### config.mk
export PLATFORM = sky130hd
export DESIGN_NAME = sra_queue
export DESIGN_NICKNAME = d
export VERILOG_FILES = /design/src/sra_pkg.sv /design/src/sra_queue.sv
export SDC_FILE = /design/constraint.sdc
export NUM_CORES = 1
export LEC_CHECK = 0
export BUFFER_PORTS_ARGS = -buffer_cell sky130_fd_sc_hd__buf_2
export CORE_MARGIN = 2
export CORE_UTILIZATION = 40
export DETAILED_ROUTE_END_ITERATION = 10
export SYNTH_ARGS = -nofsm -noshare
export SYNTH_HDL_FRONTEND = slang
export SYNTH_SLANG_ARGS = --single-unit
### constraint.sdc
create_clock -name clk -period 6.46 [get_ports clk]
set_clock_uncertainty 0.2 [all_clocks]
set_input_delay 1.292 -clock clk [delete_from_list [all_inputs] [get_ports clk]]
set_output_delay 1.292 -clock clk [all_outputs]
set_load 0.02 [all_outputs]
### src/sra_pkg.sv
package sra_pkg;

  // Ring geometry
  localparam int RING_DEPTH = 4096;
  localparam int ADDR_W     = $clog2(RING_DEPTH);
  localparam int CNT_W      = ADDR_W + 1;

  // Field widths
  localparam int POS_W    = 48;
  localparam int SAMPLE_W = 32;
  localparam int LIMIT_W  = 31;
  localparam int FREE_W   = 13;

  // Float bit layout
  localparam int EXP_LSB = 23;
  localparam int EXP_W   = 8;
  localparam logic [EXP_W-1:0]   EXP_ALL_ONES = '1;
  localparam logic [LIMIT_W-1:0] LIMIT_RESET  = 31'h3F80_0000;

  // Queue between front and back
  localparam int Q_DEPTH = 2;
  localparam int QA_W    = $clog2(Q_DEPTH);

  typedef enum logic [1:0] {
    ACT_PUSH = 2'd0,
    ACT_END  = 2'd1,
    ACT_PULL = 2'd2,
    ACT_NONE = 2'd3
  } act_t;

  typedef struct packed {
    act_t                act;
    logic [SAMPLE_W-1:0] sample;
    logic [POS_W-1:0]    pos;
  } item_t;

  typedef struct packed {
    logic valid;
    logic full;
  } q_stat_t;

endpackage

### src/sra_queue.sv
module sra_queue (
  input  logic              clk,
  input  logic              rst_n,
  input  logic              push,
  input  sra_pkg::item_t    push_item,
  input  logic              pop,
  output sra_pkg::item_t    head,
  output sra_pkg::q_stat_t  stat
);
  import sra_pkg::*;

  item_t           slot_r [Q_DEPTH];
  logic [QA_W-1:0] wr_ptr_r;
  logic [QA_W-1:0] rd_ptr_r;
  logic [QA_W:0]   count_r;
  logic            do_push;
  logic            do_pop;

  assign stat.valid = (count_r != '0);
  assign stat.full  = (count_r == (QA_W+1)'(Q_DEPTH));
  assign do_push    = push && !stat.full;
  assign do_pop     = pop && stat.valid;
  assign head       = slot_r[rd_ptr_r];

  // Store the item
  always_ff @(posedge clk) begin
    if (do_push) begin
      slot_r[wr_ptr_r] <= push_item;
    end
  end

  // Advance pointers and count
  always_ff @(posedge clk) begin
    if (!rst_n) begin
      wr_ptr_r <= '0;
      rd_ptr_r <= '0;
      count_r  <= '0;
    end else begin
      if (do_push) begin
        wr_ptr_r <= (wr_ptr_r == QA_W'(Q_DEPTH - 1)) ? '0 : wr_ptr_r + 1'b1;
      end
      if (do_pop) begin
        rd_ptr_r <= (rd_ptr_r == QA_W'(Q_DEPTH - 1)) ? '0 : rd_ptr_r + 1'b1;
      end
      count_r <= count_r + (QA_W+1)'(do_push) - (QA_W+1)'(do_pop);
    end
  end

endmodule

==> summary.txt <==
Min path
  – Hold WC Path Type: register to register
  – Worst hold path startpoint: rd_ptr_r

Drt
  – Drt first pass iters: 5
  – Vias post-DR: 3,101
  – WL/cell: 16.2 µm
  – DRT iter0 DRCs: 122
  – DRC: 0
  – DRT antenna net count: 0
  – Routed WL: 11,200 µm
  – Vias per cell: 4.47

Power
  – Leak: about 0.0032 µW
  – Peak supply drop: 0.000265 V
  – PwrDens: roughly 430 nW/µm²

Clock tree
  – CTS tree: built
  – H-tree depth: 4
  – Post-CTS sizing: 0
  – Sink Count: 169
  – Hold-fix buffers, CTS: 0
  – Clk slew on worst S/H paths: 0.06 ns
  – Post-CTS Repair Setup Buffers: 0
  – Clock latency on the worst-skew pair: approximately 0.4 ns
  – Root Buffer: clkbuf_16
  – CTS buffer count: 17
  – Clock Path Buffers: 2

STA
  – Post-layout min period: around 4.0 ns
  – Max Transition Viols Final: 0
  – Fmax: 248 MHz
  – Slew headroom: 23.0%
  – Final hold vios: 0
  – RSZ-0062 raised after global routing: no
  – Setup tns final: 0 ns
  – Worst Tran Pin Value: 1.15 ns
  – Final setup violation count: 0
  – Tcrit/Tclk final: 62.4%

Floorplan
  – Initial Utilization: 41.1%
  – Core box area: 15,900 µm²
  – Die H: between 100 and 150 µm
  – Num rows: 46
  – Die ar.: 17,400 µm²
  – IO Count: 170
  – Chip width: between 100 and 150 µm

Worst setup path
  – CP max FO: 57
  – Worst setup EP type: primary output
  – CP startpoint kind: register
  – Critical Path RT: 4.97 ns
  – Reg2reg start: count_r[0]
  – Critical Setup Path Class: register to primary output
  – WP data arrival: 2.54 ns

Synthesis
  – Share of the synthesized area in the top cell type: about three quarters
  – Yosys cell types: 19
  – Syn_nets: 370
  – Cells after synthesis: 282
  – Yosys warning count: 0
  – Sequential share of the synthesized area: 76.6%
  – Average size of a mapped cell: roughly 23 µm²
  – Synth Register Bits: 169
  – Largest area contributor in the netlist: edfxtp_1
  – Area contributors post-synth: edfxtp_1 (75%), mux2_4 (18%), buf_12 (2.4%)
  – Synthesized area: approximately 6600 µm²

Global routing
  – Initial antenna violation count: 0
  – Remaining Overflow, GRT: 0
  – Vias in the first global route: ~3,300
  – Largest net degree at the start of global routing: 83
  – First-pass GRT wire length: 17,600 µm
  – GRT Util Overall: 13.3%

Finish
  – Share of cells above drive strength 1: 60.2%
  – Area added between synthesis and finish: 23.5%
  – Nets@finish: approximately 550
  – Number of diodes: 0
  – Fin util: about 50%

Placement
  – Port bufs: approximately 170
  – HPWL after detailed placement: around 7300 µm
  – Gpl congestion: 0.670

Outcome
  – Status: completed

Run
  – Max-Cap Viols: 0
## logic make-up (layout without fill, tap and decap cells)
| family | count (synthesis) | in the layout | synth area share (%) |
|---|---|---|---|
| flip-flops | 169 | 169 | 76.6 |
| multiplexers | 83 | 83 | 18.8 |
| AND/OR/NAND/NOR | 13 | 13 | 0.992 |
| buffers and inverters | 12 | 207 | 2.79 |
| adder cells (fa/ha/maj) | 2 | 2 | 0.382 |
| XOR/XNOR | 2 | 2 | 0.267 |
| AO/OA/AOI/OAI | 1 | 1 | 0.115 |
## state kept, by name, indices dropped and copies added, names as in the netlist, named ones only
signal	cells
slot_r	164
count_r	2
rd_ptr_r	1
wr_ptr_r	1
## critical path, stage by stage (launching register included)
cell	delay, ns
dfxtp_4	1.05
buf_4	0.56
mux2_4	0.34
buf_2	0.16
## path summary, 6_finish.rpt
check,slack [ns],end,cells past startpoint
hold / removal,0.32,register,2
hold reg to reg,0.32,register,2
setup reg to reg,3.82,slot_r[0][44],4
setup / recovery,2.43,head[11],3
## placed cells by master (no fill, tap or decap)
cell type / netlist / final
buf_4: 0 / 3
xnor2_1: 1 / 1
nand2b_1: 2 / 2
or2_2: 1 / 1
nor2_1: 4 / 3
and3_4: 0 / 1
inv_6: 0 / 1
inv_1: 3 / 3
buf_2: 0 / 169
bufinv_16: 0 / 2
ha_1: 2 / 2
dfxtp_4: 0 / 1
clkinv_1: 0 / 3
nor3_1: 1 / 1
clkbuf_16: 0 / 17
edfxtp_1: 164 / 164
xor2_1: 1 / 1
clkinv_4: 0 / 2
nand2_1: 2 / 2
dfxtp_1: 5 / 4
and2_1: 2 / 2
o21a_1: 1 / 1
mux2_4: 80 / 80
clkinv_2: 0 / 7
mux2i_1: 1 / 1
mux2_2: 2 / 2
nor2_4: 0 / 1
## per-stage QoR
stage | worst slack [ns] | hold slack, ns | cell area (µm²) | power, µW | cells
finish | 2.43 | 0.324 | 8100 | 3500 | 693
global placement | 2.79 | 0.295 | 7540 | 2570 | 661
detailed placement | 2.77 | 0.311 | 7540 | 2590 | 661
floorplan | 0.932 | 0.255 | 6560 | 2360 | 282
global route | 2.23 | 0.365 | 8100 | 3660 | 693
CTS | 2.32 | 0.336 | 8100 | 3560 | 693
## cell type report
type                    count  area [µm²]
clock buffers              17         425
clock inverters            15         133
fillers                  1341        7850
inverters                   3        11.3
multi-input cells         101        1360
flip-flops and latches    169        5030
well taps                 216         270
repair buffers            172         868
## power breakdown
part           total [µW]  internal [µW]  switching [µW]
combinational        1010            479             531
clock                 953            562             391
sequential           1530           1420             118
total                3500           2460            1040
## Yosys cell counts
master / count
mux2_4: 80
inv_1: 3
mux2i_1: 1
xnor2_1: 1
nand2_1: 2
ha_1: 2
nand2b_1: 2
o21a_1: 1
edfxtp_1: 164
nor3_1: 1
xor2_1: 1
buf_12: 8
nor2_1: 4
and2_1: 2
and3_1: 1
mux2_2: 2
buf_6: 1
or2_2: 1
dfxtp_1: 5
## per-layer routing
layer  vias up  routed length, µm  track usage (%)
li1       1473                  -                -
met4         0                111             4.71
met3         8                827             5.23
met5         -                  0                0
met1      1505               4810             15.6
met2       115               5500             22.1
Note: power is estimated with default switching activity, not from simulation.
