## src/sra_pkg.sv

```systemverilog
package sra_pkg;

  // Ring geometry
  localparam int RING_DEPTH = 4096;
  localparam int ADDR_W     = $clog2(RING_DEPTH);
  localparam int CNT_W      = ADDR_W + 1;

  // Field widths
  localparam int POS_W    = 48;
  localparam int SAMPLE_W = 32;
  localparam int LIMIT_W  = 31;
  localparam int FREE_W   = 13;

  // Float bit layout
  localparam int EXP_LSB = 23;
  localparam int EXP_W   = 8;
  localparam logic [EXP_W-1:0]   EXP_ALL_ONES = '1;
  localparam logic [LIMIT_W-1:0] LIMIT_RESET  = 31'h3F80_0000;

  // Queue between front and back
  localparam int Q_DEPTH = 2;
  localparam int QA_W    = $clog2(Q_DEPTH);

  typedef enum logic [1:0] {
    ACT_PUSH = 2'd0,
    ACT_END  = 2'd1,
    ACT_PULL = 2'd2,
    ACT_NONE = 2'd3
  } act_t;

  typedef struct packed {
    act_t                act;
    logic [SAMPLE_W-1:0] sample;
    logic [POS_W-1:0]    pos;
  } item_t;

  typedef struct packed {
    logic valid;
    logic full;
  } q_stat_t;

endpackage

```

## src/sra_front.sv

```systemverilog
module sra_front (
  input  logic                          clk,
  input  logic                          rst_n,
  input  logic                          start,
  input  logic                          busy,
  input  logic [1:0]                    in_action,
  input  logic [31:0]                   in_sample,
  input  logic [47:0]                   in_position,
  input  logic                          cfg_valid,
  input  logic [sra_pkg::LIMIT_W-1:0]   cfg_clamp_limit,
  output logic                          push,
  output sra_pkg::item_t                item
);
  import sra_pkg::*;

  logic [LIMIT_W-1:0]  limit_r;
  logic [LIMIT_W-1:0]  mag;
  logic [SAMPLE_W-1:0] scrubbed;

  // Hold the clamp limit
  always_ff @(posedge clk) begin
    if (!rst_n) begin
      limit_r <= LIMIT_RESET;
    end else if (cfg_valid) begin
      limit_r <= cfg_clamp_limit;
    end
  end

  // Scrub the sample: non-finite to zero, clamp magnitude keeping sign
  always_comb begin
    mag = in_sample[LIMIT_W-1:0];
    if (in_sample[EXP_LSB +: EXP_W] == EXP_ALL_ONES) begin
      scrubbed = '0;
    end else if (mag > limit_r) begin
      scrubbed = {in_sample[SAMPLE_W-1], limit_r};
    end else begin
      scrubbed = in_sample;
    end
  end

  // Classify and hand the item to the queue
  assign push        = start && !busy;
  assign item.act    = act_t'(in_action);
  assign item.sample = scrubbed;
  assign item.pos    = in_position;

endmodule

```

## config.mk

```make
export PLATFORM = sky130hd
export DESIGN_NAME = sra_front
export DESIGN_NICKNAME = d
export VERILOG_FILES = /design/src/sra_pkg.sv /design/src/sra_front.sv
export SDC_FILE = /design/constraint.sdc
export NUM_CORES = 1
export LEC_CHECK = 0
export BUFFER_PORTS_ARGS = -buffer_cell sky130_fd_sc_hd__buf_4
export CAP_MARGIN = 10
export CORE_UTILIZATION = 49
export DETAILED_ROUTE_END_ITERATION = 12
export PLACE_DENSITY = 0.88
export REMOVE_ABC_BUFFERS = 1
export SETUP_SLACK_MARGIN = 0.5
export SYNTH_ARGS = -nofsm -noshare
export SYNTH_HDL_FRONTEND = slang
export SYNTH_SLANG_ARGS = --single-unit
export TNS_END_PERCENT = 20
```

## constraint.sdc

```tcl
create_clock -name clk -period 3.45 [get_ports clk]
set_input_delay 0.345 -clock clk [delete_from_list [all_inputs] [get_ports clk]]
set_output_delay 0.345 -clock clk [all_outputs]
set_load 0.03 [all_outputs]
```

==> flow_summary.yaml, run 1 <==
placed_design:
  port_buffers: 100
  placed_area_um2: 3920
  pre_cts_ws_ps: 283
  dp_hpwl_um: 10100
  gp_congestion: 0.913
setup_path:
  critPathRequiredTime_ps: 3110
  cp_slowest_cell: "or4_4"
  crit_path_end_kind: "primary output"
  cp_slowest_stage_delay_ps: 600
  critPathArrivalTime_ps: 2800
  worstPathMaxFanout: 5
  start_kind: "register"
  cp_common_cell: "buf_4"
  cp_cell_sequence: "inv_2, ha_1, nand4_1, or4_4, buf_6, nor2b_4, buf_12, buf_4, o21ai_0, a31oi_1, buf_4"
  crit_type: "register to primary output"
run_status:
  status: "finished clean"
cts:
  clk_path_buf_depth: 2
  clock-sinks: 31
  tritoncts: "built"
  cts_max_level: 2
  cts_root_buf: "clkbuf_8"
  ctsHoldBuffers: 0
  cts_buffers: 5
  clk_latency_ps: 290
  worst_setup_hold_path_clk_slew_ps: 80
global_route:
  grt_max_degree: 45
  antenna_found_initial: 0
  grt-ovfl-total: 0
  grt_use_total_pct: 37.7
  grt_pass1_vias: 3751
  grt_pass1_wl_um: 21100
synth:
  synth_edf_count: 0
  syn_area_um2: 3480
  netlist.top_cell.by_area: "dfxtp_1"
  async_flop_share_pct: 0
  yosysSeqAreaShare_pct: 17.9
  yosysUniqueCellTypes: 31
  syn_inst: 492
  ys_warn_count: 0
  synth_top_area_share_pct: 17.9
  synth.area.top_cells: "dfxtp_1, ha_1, buf_4"
  ys.flop_type: "dfxtp_1"
  ys_ff_latch: 31
  syn_area_per_cell_um2: 7.06
final_layout:
  n_antenna_cell: 0
  layout.cells.most_common_list: "buf_4, a31oi_1, nand2_1, o21ai_0, nor3_1"
  final_common_cell: "buf_4"
  largest_register: "limit_r"
  layout-drive-gt1-share_pct: 38.4
  final_net_count: 710
  multiInputGateArea_um2: 2470
  design_area_um2: 4650
  fillers: 551
  largest_register_ffs: 31
  syn_to_final_growth_pct: 33.8
  seq_area_um2: 639
  largestRegisters: "limit_r x31"
detailed_routing:
  route.detailed.drc: 0
  wl_per_cell_um: 22.6
  routed_via_density: 6.32
  routed_wl_um: 14800
  first_pass_iters: 5
  drtIter0Drc: 333
  vias: 4143
  postRouteAntennaNets: 0
timing:
  fin_crit_ps: 3150
  slew_headroom_pct: 47.2
  final.setup.worst_slack_ps: 301
  worst_slew_pin_slew_ps: 791
  skew_ps: 0
  min_period_over_period_pct: 91.3
  slew_violations: 0
  finalSetupViolCount: 0
  rsz0062_at_grt: "true"
  hold_viol: 0
  fmax_mhz: 318
min_path:
  hold_path.class: "input port to register"
die:
  start_util_pct: 50.9
  io_pins: 201
  die-area_um2: 7430
  die_x_um: 86.2
  die_h_um: 86.2
  core_area_um2: 6830
  num_rows: 30
pwr:
  leakage_nw: 2.01
  ir_drop_mv: 0.182
  p_per_area_nw_per_um2: 304
  finalPower_mw: 1.42
run:
  maxCapViolations: 0
==> metal layers <==
layer / GRT usage (%) / share of wire, % / vias to the layer above / routed length, um
li1: - / - / 1865 / -
met1: 39.7 / 34 / 1853 / 5000
met2: 59.4 / 43 / 369 / 6380
met3: 25.4 / 19 / 52 / 2740
met4: 12.0 / 3.9 / 4 / 571
met5: 11.2 / 0.74 / - / 110
==> logic make-up after synthesis <==
kind of cell	Yosys count	synth area share, %
AOI/OAI and AO/OA	159	26.6
buffers and inverters	120	19.2
muxes	24	6.91
and+or+nand+nor	127	18.3
adders and majority gates	31	11.2
DFF	31	17.9
==> worst paths after layout <==
kind,startpoint,to,cells past startpoint,slack [ps]
max reg2reg,limit_r[30]$_SDFFE_PN0P_,limit_r[30]$_SDFFE_PN0P_,4,2590
min,cfg_clamp_limit[28],limit_r[28]$_SDFFE_PN1P_,3,260
min reg2reg,limit_r[25]$_SDFFE_PN1P_,limit_r[25]$_SDFFE_PN1P_,2,510
max,limit_r[23]$_SDFFE_PN1P_,item[62],11,300
==> report_power, final <==
group	total, mW	switching [mW]	internal [mW]
Combinational	0.729	0.413	0.316
Clock	0.283	0.148	0.135
Sequential	0.404	0.0214	0.383
==> worst max-delay path, delay by kind of cell, from the launching register on <==
family,cells,cell delay [ps]
buffers and inverters,5,640
flip-flops,1,340
adder cells (fa/ha/maj),1,280
AO/OA/AOI/OAI,2,330
AND/OR/NAND/NOR,3,910
==> cells in the mapped netlist (2+ instances only) <==
cell type,count
a21oi_1,15
clkbuf_1,32
buf_6,3
nor2_1,5
nand4_1,6
a31oi_1,61
nand2_1,49
nor3_1,32
o21ai_0,39
mux2i_1,24
nor2b_1,26
a221oi_1,2
buf_4,51
and4_1,3
o211ai_1,8
dfxtp_1,31
clkbuf_2,2
o21ai_1,30
inv_1,31
ha_1,31
==> cell type report <==
cell class,instances,area share (%)
multi-input combinational,342,53.0
sequential,31,13.7
inverter,31,2.50
tap,96,2.58
clock buffer,6,1.56
timing repair buffer,150,26.6
==> metrics by stage <==
step	TNS, ps	cells	hold WS, ps	util (%)
3_3_place_gp	0	615	502	57.4
3_5_place_dp	0	615	514	57.4
6_report	0	656	263	68.1
2_1_floorplan	-18340	403	444	-
4_1_cts	0	643	270	63.5
5_1_grt	0	656	296	68.1
==> repair_timing <==
item,CTS,global route
cloned,4,1
setup endpoints to repair,31,31
gates resized for setup,51,42
setup buffers,18,12
pin swaps,18,25
(Power assumes the default switching activity.)
==> inputs of run 2 (changes only) <==
CELL_PAD_IN_SITES_DETAIL_PLACEMENT = 0   (was not set)
CELL_PAD_IN_SITES_GLOBAL_PLACEMENT = 1   (was not set)
CORE_UTILIZATION = 32   (was 49)
PLACE_DENSITY = not set   (was 0.88)
PLACE_DENSITY_LB_ADDON = 0.1   (was not set)
==> run 2 against run 1 <==
Via count down 6.0%; global-route usage down 12 points; core utilization fell by 22 points; design area increased by 4.3%; critical path depth stayed put; largest power group unchanged.
==> flow_summary.yaml, run 2 (same netlist as run 1, synthesis figures left out) <==
final_layout:
  n_antenna_cell: 0
  seq_area_um2: 639
  final_net_count: 709
  syn_to_final_growth_pct: 39.6
  largestRegisters: "limit_r x31"
  layout.cells.most_common_list: "buf_4, a31oi_1, nand2_1, o21ai_1, nor3_1"
  multiInputGateArea_um2: 2450
  fillers: 1063
  utilization_pct: 46.6
  largest_register_ffs: 31
  layout-drive-gt1-share_pct: 39.2
  largest_register: "limit_r"
  final_common_cell: "buf_4"
die:
  die_h_um: 106
  io_pins: 201
  die_x_um: 106
  num_rows: 37
  die-area_um2: 11300
  start_util_pct: 33.4
  core_area_um2: 10400
cts:
  worst_setup_hold_path_clk_slew_ps: 70
  clk_path_buf_depth: 2
  clock-sinks: 31
  tritoncts: "built"
  cts_root_buf: "clkbuf_8"
  cts_max_level: 2
  clk_latency_ps: 280
  cts_buffers: 5
global_route:
  antenna_found_initial: 0
  grt_pass1_vias: 3595
  grt_max_degree: 51
  grt-ovfl-total: 0
  grt_use_total_pct: 25.7
  grt_pass1_wl_um: 21800
setup_path:
  rrSetupSlack_ps: 2570
  start_kind: "register"
  critPathArrivalTime_ps: 2760
  cp-endpoint: "item[65]"
  r2r_cells: 4
  worstPathMaxFanout: 5
  critPathRequiredTime_ps: 3110
  crit_path_end_kind: "primary output"
  critPathLaunch: "limit_r[21]$_SDFFE_PN0P_"
  r2r-start: "limit_r[22]$_SDFFE_PN0P_"
  crit_type: "register to primary output"
  r2r_end: "limit_r[22]$_SDFFE_PN0P_"
placed_design:
  dp_hpwl_um: 10100
  port_buffers: 100
  gp_congestion: 0.801
run_status:
  status: "finished clean"
detailed_routing:
  postRouteAntennaNets: 0
  route.detailed.drc: 0
  first_pass_iters: 4
  drtIter0Drc: 171
  wl_per_cell_um: 21.5
  routed_wl_um: 15000
  vias: 3893
  routed_via_density: 5.60
pwr:
  p_per_area_nw_per_um2: 297
  leakage_nw: 2.07
  ir_drop_mv: 0.154
timing:
  worst_slew_pin_slew_ps: 879
  min_period_over_period_pct: 89.9
  fmax_mhz: 322
  slew_headroom_pct: 41.3
  finalSetupViolCount: 0
  skew_ps: 0
  fin_crit_ps: 3100
  holdWs_ps: 277
  tns_ps: 0
  rsz0062_at_grt: "true"
  slew_violations: 0
  hold_viol: 0
run:
  maxCapViolations: 0
min_path:
  hold_path.class: "input port to register"
[run 2: worst max-delay path: stages, from the launching register on]
cell     delay (ps)
dfxtp_2         350
inv_2            50
ha_4            260
nand4_1         140
or4_4           590
buf_8           150
nor2b_4         160
buf_12          150
buf_12          120
o21ai_1          70
a31oi_1         220
buf_4           200
[run 2: area by class of cell]
type                    instances  area share, %
multi-input cells             341           50.5
repair buffers                150           28.9
flip-flops and latches         31           13.2
well taps                     136           3.51
inverters                      31           2.40
clock buffers                   6           1.50
[run 2: repair_timing]
item,in CTS,in global routing
pin swaps,38,24
hold buffers,0,0
cloned,4,3
resized for setup,80,32
buffers inserted,11,14
setup endpoints to repair,31,31
[run 2: metal layers]
metal	part of all wire, %	GRT usage, %
met3	14	14.1
met2	40	34.3
met1	45	35.1
met5	0.90	12.4
met4	0.80	4.07
[run 2: how the worst min path moves through the flow]
stage / from / cells past startpoint / slack (ps) / end
2_1_floorplan: rst_n / 1 / 440 / limit_r[23]$_SDFFE_PN1P_
4_1_cts: cfg_clamp_limit[29] / 3 / 270 / limit_r[29]$_SDFFE_PN1P_
5_1_grt: cfg_clamp_limit[29] / 3 / 280 / limit_r[29]$_SDFFE_PN1P_
3_5_place_dp: limit_r[23]$_SDFFE_PN1P_ / 2 / 520 / limit_r[23]$_SDFFE_PN1P_
6_report: cfg_clamp_limit[26] / 3 / 280 / limit_r[26]$_SDFFE_PN1P_
3_3_place_gp: limit_r[23]$_SDFFE_PN1P_ / 2 / 510 / limit_r[23]$_SDFFE_PN1P_
[run 2: power by group]
part	internal (mW)	switching (mW)
logic	0.342	0.415
clock network	0.135	0.148
registers	0.382	0.0191
[run 2: metrics by stage]
step                area (um^2)  worst slack, ps  power [mW]  instances
floorplan                  2930             -650       0.767        403
global placement           4010              326        1.04        657
detailed placement         4010              266        1.04        657
CTS                        4500              353        1.38        678
global route               4850              233        1.53        695
finish                     4850              349        1.44        695
